## config.mk

```make
export PLATFORM = sky130hd
export DESIGN_NAME = n2a_ctrl
export DESIGN_NICKNAME = d
export VERILOG_FILES = /design/src/design/n2a_pkg.sv /design/src/design/n2a_ctrl.sv
export SDC_FILE = /design/constraint.sdc
export NUM_CORES = 1
export LEC_CHECK = 0
export ABC_AREA = 1
export BUFFER_PORTS_ARGS = -buffer_cell sky130_fd_sc_hd__buf_2
export CORE_AREA = 2 2 39 41
export DETAILED_ROUTE_END_ITERATION = 10
export DIE_AREA = 0 0 41 43
export HOLD_SLACK_MARGIN = 0.05
export PLACE_DENSITY = 0.48
export SYNTH_ARGS = -nofsm -noshare
export SYNTH_HDL_FRONTEND = slang
export SYNTH_SLANG_ARGS = --single-unit
```

## constraint.sdc

```tcl
create_clock -name i_clk -period 3.2 [get_ports i_clk]
set_input_delay 0.32 -clock i_clk [delete_from_list [all_inputs] [get_ports i_clk]]
set_output_delay 0.32 -clock i_clk [all_outputs]
set_load 0.05 [all_outputs]
```

## src/design/n2a_pkg.sv

```systemverilog
`default_nettype none
// -----------------------------------------------------------------------------
// n2a_pkg
// Shared types, constants and helpers for the binary to ASCII digit converter.
// -----------------------------------------------------------------------------
package n2a_pkg;

    localparam int unsigned IN_WIDTH      = 32;
    localparam int unsigned CHAR_WIDTH    = 7;
    localparam int unsigned DIGIT_WIDTH   = 4;
    localparam int unsigned VALUE_WIDTH   = 32;
    localparam int unsigned MAX_DIGITS    = 10;
    localparam int unsigned IDX_WIDTH     = $clog2(MAX_DIGITS);
    localparam int unsigned HEX_SHIFT     = 4;

    // Reciprocal of ten: q = (v * RECIP) >> RECIP_SHIFT is exact for any
    // value below 2**32.
    localparam int unsigned     RECIP_WIDTH = 32;
    localparam int unsigned     RECIP_SHIFT = 35;
    localparam logic [31:0]     RECIP       = 32'hCCCC_CCCD;

    localparam logic [DIGIT_WIDTH-1:0] DEC_RADIX   = 4'd10;
    localparam logic [CHAR_WIDTH-1:0]  DIGIT_BASE  = 7'd48;
    localparam logic [CHAR_WIDTH-1:0]  LETTER_BASE = 7'd87;

    typedef enum logic [1:0] {
        ST_IDLE,
        ST_PRIME,
        ST_DIGIT,
        ST_EMIT
    } t_state;

    typedef struct packed {
        logic load;
        logic prime;
        logic step;
        logic pop;
    } t_cmd;

    typedef struct packed {
        logic done;
        logic idx_zero;
    } t_status;

    function automatic logic [CHAR_WIDTH-1:0] digit_to_ascii(
        input logic [DIGIT_WIDTH-1:0] digit
    );
        logic [CHAR_WIDTH-1:0] ext;
        ext = {{(CHAR_WIDTH-DIGIT_WIDTH){1'b0}}, digit};
        if (digit < DEC_RADIX) begin
            return ext + DIGIT_BASE;
        end
        return ext + LETTER_BASE;
    endfunction

endpackage
`default_nettype wire

```

## src/design/n2a_ctrl.sv

```systemverilog
`default_nettype none
// -----------------------------------------------------------------------------
// n2a_ctrl
// Sequencer: accepts a number, runs the digit extraction, then emits digits.
// -----------------------------------------------------------------------------
module n2a_ctrl (
    input  wire                 i_clk,
    input  wire                 i_rst_n,
    input  wire                 i_in_valid,
    output logic                o_in_ready,
    output logic                o_out_valid,
    input  wire                 i_out_ready,
    input  n2a_pkg::t_status    i_status,
    output n2a_pkg::t_cmd       o_cmd
);

    n2a_pkg::t_state r_state;
    n2a_pkg::t_state n_state;

    always_ff @(posedge i_clk) begin
        if (!i_rst_n) begin
            r_state <= n2a_pkg::ST_IDLE;
        end else begin
            r_state <= n_state;
        end
    end

    always_comb begin
        n_state     = r_state;
        o_in_ready  = 1'b0;
        o_out_valid = 1'b0;
        o_cmd       = '0;
        case (r_state)
            n2a_pkg::ST_IDLE: begin
                o_in_ready = 1'b1;
                if (i_in_valid) begin
                    o_cmd.load = 1'b1;
                    n_state    = n2a_pkg::ST_PRIME;
                end
            end
            n2a_pkg::ST_PRIME: begin
                o_cmd.prime = 1'b1;
                n_state     = n2a_pkg::ST_DIGIT;
            end
            n2a_pkg::ST_DIGIT: begin
                o_cmd.step = 1'b1;
                if (i_status.done) begin
                    n_state = n2a_pkg::ST_EMIT;
                end
            end
            n2a_pkg::ST_EMIT: begin
                o_out_valid = 1'b1;
                if (i_out_ready) begin
                    o_cmd.pop = 1'b1;
                    if (i_status.idx_zero) begin
                        n_state = n2a_pkg::ST_IDLE;
                    end
                end
            end
            default: begin
                n_state = n2a_pkg::ST_IDLE;
            end
        endcase
    end

endmodule
`default_nettype wire

```

==> impl_results.md, run 1 <==
* Kind of cell adding the most delay to the critical path: buffers and inverters
* Routed length per instance at a little over 7 um
* Most common library cell in the layout ignoring fill and taps: buf_2
* Slew at the pin closest to its max-slew limit at 0.248 ns
* CTS tree: done
* Port bufs at 11
* Count of warnings emitted by yosys at 0
* Grt total ovfl at 0
* Post-Synthesis Cell Area at 230 um2
* Ratio of cells with drive above 1 in the final layout at 44.4%
* Max FFs per register at 2
* Length of the first detailed-routing pass in iterations at 2
* Via count of the first global-routing pass at a little under 200
* Number of core rows at 14
* Worst Skew at 0.000576 ns
* Core footprint at about 0.0014 mm2
* Share of the synthesized area in the top cell type at between 20 and 25%
* Width of the chip at roughly 41 um
* Required @ worst endpoint at ~2.9 ns
* Status: complete, no violations
* CTS HTree Levels at 1
* Count of different cell masters after synthesis at 9
* Area growth, synth to finish at 42.4%
* Hpwl dp at between 300 and 400 um
* Highest-count cells in the layout ignoring fill and taps: 11 x buf_2, 7 x nand2_1, 7 x inv_1, 4 x ha_1
* Number of flip-flops and latches in the synthesized netlist at 2
* Number of cells upsized or downsized after cts at 0
* Routing usage on met2 at 8.13%
* Post-CTS setup-driven buffer insertion count at 0
* GPL Wtd Cong at between 0.6 and 0.7
* Cell chosen for the clock root: clkbuf_4
* Critical Path, Cell by Cell: bufinv_8 -> ha_1 -> nand2_1 -> inv_1 -> buf_2
* Nets@finish at 57
* Largest reg by FF count: r_state
* Hold buffers post-CTS at 0
* Antenna Nets Post-Route at 0
* TritonCTS buffer count at 3
* Startpoint types: flip-flop
* GR Layer Usage met1 at 6.69%
* Nature of the critical path endpoint: primary output
* Cell type with the highest aggregate area in the netlist: ha_1
* Setup violators final at 0
* First-pass GRT wire length at 690 um
* Setup slack, reg-to-reg at slightly below 2 ns
* Setup repair after global routing missed its margin: false
* Max Cap Violations at 0
* Tightest slew margin relative to the limit at between 80% and 90%
* Portion of the clock cycle consumed by the worst path in the final layout at between 50% and 60%
* Drt initial violations at 1
* Total via count in the routed design at between 200 and 250
* Starting density of the core at between 10% and 20%
* Die H at roughly 43 um
* Sink count of the clock tree at 2
* Final Critical Period at about 1.6 ns
* Die Footprint at ~0.0018 mm2
* Number of top-level pins at 12
* Synthesized netlist cell count at 31
* DRT Wirelength at ~440 um
* Number of hold violations in the final report at 0
* Number of antenna repair diodes at 0
* Number of buffers between clock root and the deepest sink at 2
* Cell with the largest stage delay on the worst path: dfxtp_1
* Net Count, Synth at approximately 40
* Max FO, Critical Path at 4
* Largest net degree at the start of global routing at 5
* Sequential-to-total area share from yosys stat at 17.4%
* Crit path buf inv count at 3
* Tightest Hold Check Type: in -> reg
* Kind of critical path: reg -> out
* Post-Synthesis Mean Instance Area at around 7.4 um2
* Global-route usage over all layers at under 10%
* Worst path max stage delay at 0.35 ns
* GR Util met3 at 1.57%
* Top post-synthesis cells by area: ha_1 22%, dfxtp_1 17%, bufinv_8 15%
* Max Clock Freq at roughly 620 MHz
* Arrival time worst endpoint at between 1 and 1.5 ns
* Worst-Skew Late Latency at 0.22 ns
* Global-route layer with the greatest usage: met2
* Final routed DRC violation total at 0
* Aggregate negative setup slack at 0 ns
* Final number of max-transition violations at 0
* Via-to-Cell Ratio at ~3.4
* Top Registers: r_state: 2 flops
* Clock slew at the register clock pins of the worst setup and hold paths at approximately 0.030 ns
* Number of antenna violations at the first check in global routing at 0
## metrics by stage
step / instance area, um2 / setup slack, ns / std cells / hold WS (ns) / util, %
floorplan: 230 / 1.46 / 31 / 0.441 / -
global placement: 305 / 1.83 / 58 / 0.571 / 22.1
detailed placement: 305 / 1.82 / 58 / 0.570 / 22.1
CTS: 328 / 1.58 / 61 / 0.333 / 23.7
global route: 328 / 1.49 / 61 / 0.358 / 23.7
finish: 328 / 1.59 / 61 / 0.342 / 23.7
## worst reg2reg max path: stages, from the launching register on
cell and delay (ns):
dfxtp_1 0.35, bufinv_8 0.19, ha_1 0.23, nand2_2 0.11
nand3_2 0.09, nand2_1 0.07, inv_1 0.04, nor2_1 0.09
## logic make-up (layout without fill, tap and decap cells)
family / after synthesis / after routing / share of synthesized area, %
adder cells (fa/ha/maj): 4 / 4 / 21.7
AND/OR/NAND/NOR: 16 / 16 / 34.2
flip-flops: 2 / 2 / 17.4
buffers and inverters: 9 / 23 / 26.6
## layout make-up
cell class,count,area (um2)
Clock buffer,3,22.5
Multi-Input combinational cell,20,129
Fill cell,165,1060
Inverter,9,61.3
Tap cell,16,20.0
Sequential cell,2,40.0
Timing Repair Buffer,11,55.1
## cell usage after synthesis
master and count:
bufinv_8 2, dfxtp_1 2, ha_1 4, inv_1 7, nand2_1 7, nand2_2 3
nand3_2 1, nand4_1 2, nor2_1 3
## layer usage
layer,wire (um),up-vias
met5,0,-
met4,0,0
met3,36,0
met2,216,8
met1,190,79
li1,-,119
## worst paths after layout
| check | endpoint | cells past startpoint | startpoint |
|---|---|---|---|
| setup / recovery | o_cmd[3] | 5 | r_state[0] |
| hold / removal | r_state[1] | 3 | i_rst_n |
| setup reg to reg | r_state[0] | 7 | r_state[0] |
| hold reg to reg | r_state[1] | 4 | r_state[1] |
Power of run 1 is left out: the tool's default activity adds up to more than one toggle a clock period on the data nets, which glitch-free logic cannot reach.
==> run 2, diff against run 1 <==
clock period = 1.68 ns   (was 3.2 ns; I/O delays follow)
==> impl_results.md, run 2 (synthesized netlist as in run 1, its figures left out) <==
* Status: complete, no violations
* Portion of the clock cycle consumed by the worst path in the final layout at a little under nine tenths
* Area of all sequential standard cells at 40.0 um2 (unchanged)
* Number of cells upsized or downsized after cts at 0 (unchanged)
* Final number of max-transition violations at 0 (unchanged)
* DRT Wirelength at 427 um (-3.4%)
* Starting density of the core at 16.6% (unchanged)
* Final Critical Period at ~1.4 ns
* Largest reg by FF count: r_state
* Max FO, Critical Path at 4 (unchanged)
* Slew at the pin closest to its max-slew limit at 0.248 ns (+0.00000918 ns)
* Met2 Wirelength at 175 um (-19%)
* Met3 wire length at 45 um (+25%)
* Arrival time worst endpoint at 1.28 ns (about the same)
* Most common library cell in the layout ignoring fill and taps: buf_2
* Routed length per instance at 7.00 um (-3.4%)
* Antenna Nets Post-Route at 0 (unchanged)
* Area growth, synth to finish at 42.4% (unchanged)
* Grt total ovfl at 0 (unchanged)
* First-pass GRT wire length at 600 um (-13%)
* Startpoint types: flip-flop
* Core footprint at 0.00138 mm2 (unchanged)
* Cell chosen for the clock root: clkbuf_4
* Largest net degree at the start of global routing at 5 (unchanged)
* Die H at 43 um (unchanged)
* Max FFs per register at 2 (unchanged)
* Worst-Skew Late Latency at 0.23 ns (about the same)
* Hpwl dp at 345 um (-6.6%)
* Top Registers: r_state: 2 flops
* Setup violators final at 0 (unchanged)
* Via-to-Cell Ratio at 3.48 (+2.9%)
* Die Footprint at 0.00176 mm2 (unchanged)
* Nature of the critical path endpoint: primary output
* Global-route usage over all layers at 5.71% (-0.50 points)
* Number of top-level pins at 12 (unchanged)
* TritonCTS buffer count at 3 (unchanged)
* Drt initial violations at 1 (unchanged)
* Tightest Hold Check Type: in -> reg
* Filler instances at 160 (-3.0%)
* Length of the first detailed-routing pass in iterations at 2 (unchanged)
* CTS HTree Levels at 1 (unchanged)
* Number of buffers between clock root and the deepest sink at 2 (unchanged)
* Port bufs at 11 (unchanged)
* Max Clock Freq at ~690 MHz
* Number of hold violations in the final report at 0 (unchanged)
* Nets@finish at 57 (unchanged)
* Total via count in the routed design at 212 (+2.9%)
* Clock slew at the register clock pins of the worst setup and hold paths at 0.03 ns (about the same)
* Tightest slew margin relative to the limit at 83.6% (about the same)
* CTS tree: done
* Worst Skew at 0.00288 ns (+0.00230 ns)
* Ratio of cells with drive above 1 in the final layout at 44.4% (unchanged)
* Aggregate negative setup slack at 0 ns (unchanged)
* Highest-count cells in the layout ignoring fill and taps: 11 x buf_2, 7 x nand2_1, 7 x inv_1, 4 x ha_1
* Max Cap Violations at 0 (unchanged)
* Width of the chip at 41 um (unchanged)
* Max layer used: met4
* GPL Wtd Cong at 0.585 (-8.1%)
* Number of core rows at 14 (unchanged)
* Post-CTS setup-driven buffer insertion count at 0 (unchanged)
* Setup repair after global routing missed its margin: false
* Number of antenna violations at the first check in global routing at 0 (unchanged)
* Sink count of the clock tree at 2 (unchanged)
* Kind of critical path: reg -> out
* Startpoint of the tightest hold check path: i_rst_n
* Multi-input combinational cell area at 129 um2 (unchanged)
* Required @ worst endpoint at 1.51 ns (-1.37 ns)
* Post-Route M1 WL at 193 um (+1.6%)
* Start of the worst register-to-register path: r_state[0]
* Number of antenna repair diodes at 0 (unchanged)
* Crit path from: r_state[0]
* Hold buffers post-CTS at 0 (unchanged)
* Via count of the first global-routing pass at 161 (-19%)
* Final routed DRC violation total at 0 (unchanged)
-- run 2: cell counts in the layout (fill, tap and decap cells not counted) --
No cell type changed its count.
-- run 2: critical path, cell delays in order (launching register included) --
cell      delay (ns)
dfxtp_1         0.34
bufinv_8        0.19
ha_1            0.23
nand2_1         0.07
inv_1           0.03
buf_2           0.20
-- run 2: final timing paths --
check             slack (ns)         end  cells after the start
setup / recovery        0.23    o_cmd[3]                      5
hold / removal          0.17  r_state[1]                      3
setup reg to reg        0.48  r_state[0]                      7
hold reg to reg         0.67  r_state[1]                      4
-- run 2: cell type report --
class / count / area share, %
inverters: 9 / 18.7
repair buffers: 11 / 16.8
multi-input cells: 20 / 39.3
clock buffers: 3 / 6.87
well taps: 16 / 6.11
flip-flops and latches: 2 / 12.2
-- run 2: routing by layer --
layer,GRT usage [%],vias to the layer above
met5,0,-
li1,-,119
met1,6.05,81
met4,6.00,0
met2,6.25,10
met3,4.71,2
-- run 2: through the flow --
step | cells | hold slack (ns) | util, % | setup WS, ns | area, um2
after CTS | 61 | 0.164 | 23.7 | 0.207 | 328
after detailed placement | 58 | 0.407 | 22.1 | 0.451 | 305
after global placement | 58 | 0.415 | 22.1 | 0.453 | 305
after floorplan | 31 | 0.289 | - | 0.0942 | 230
after global routing | 61 | 0.185 | 23.7 | 0.127 | 328
final | 61 | 0.173 | 23.7 | 0.231 | 328
Power of run 2 is left out for the same reason.
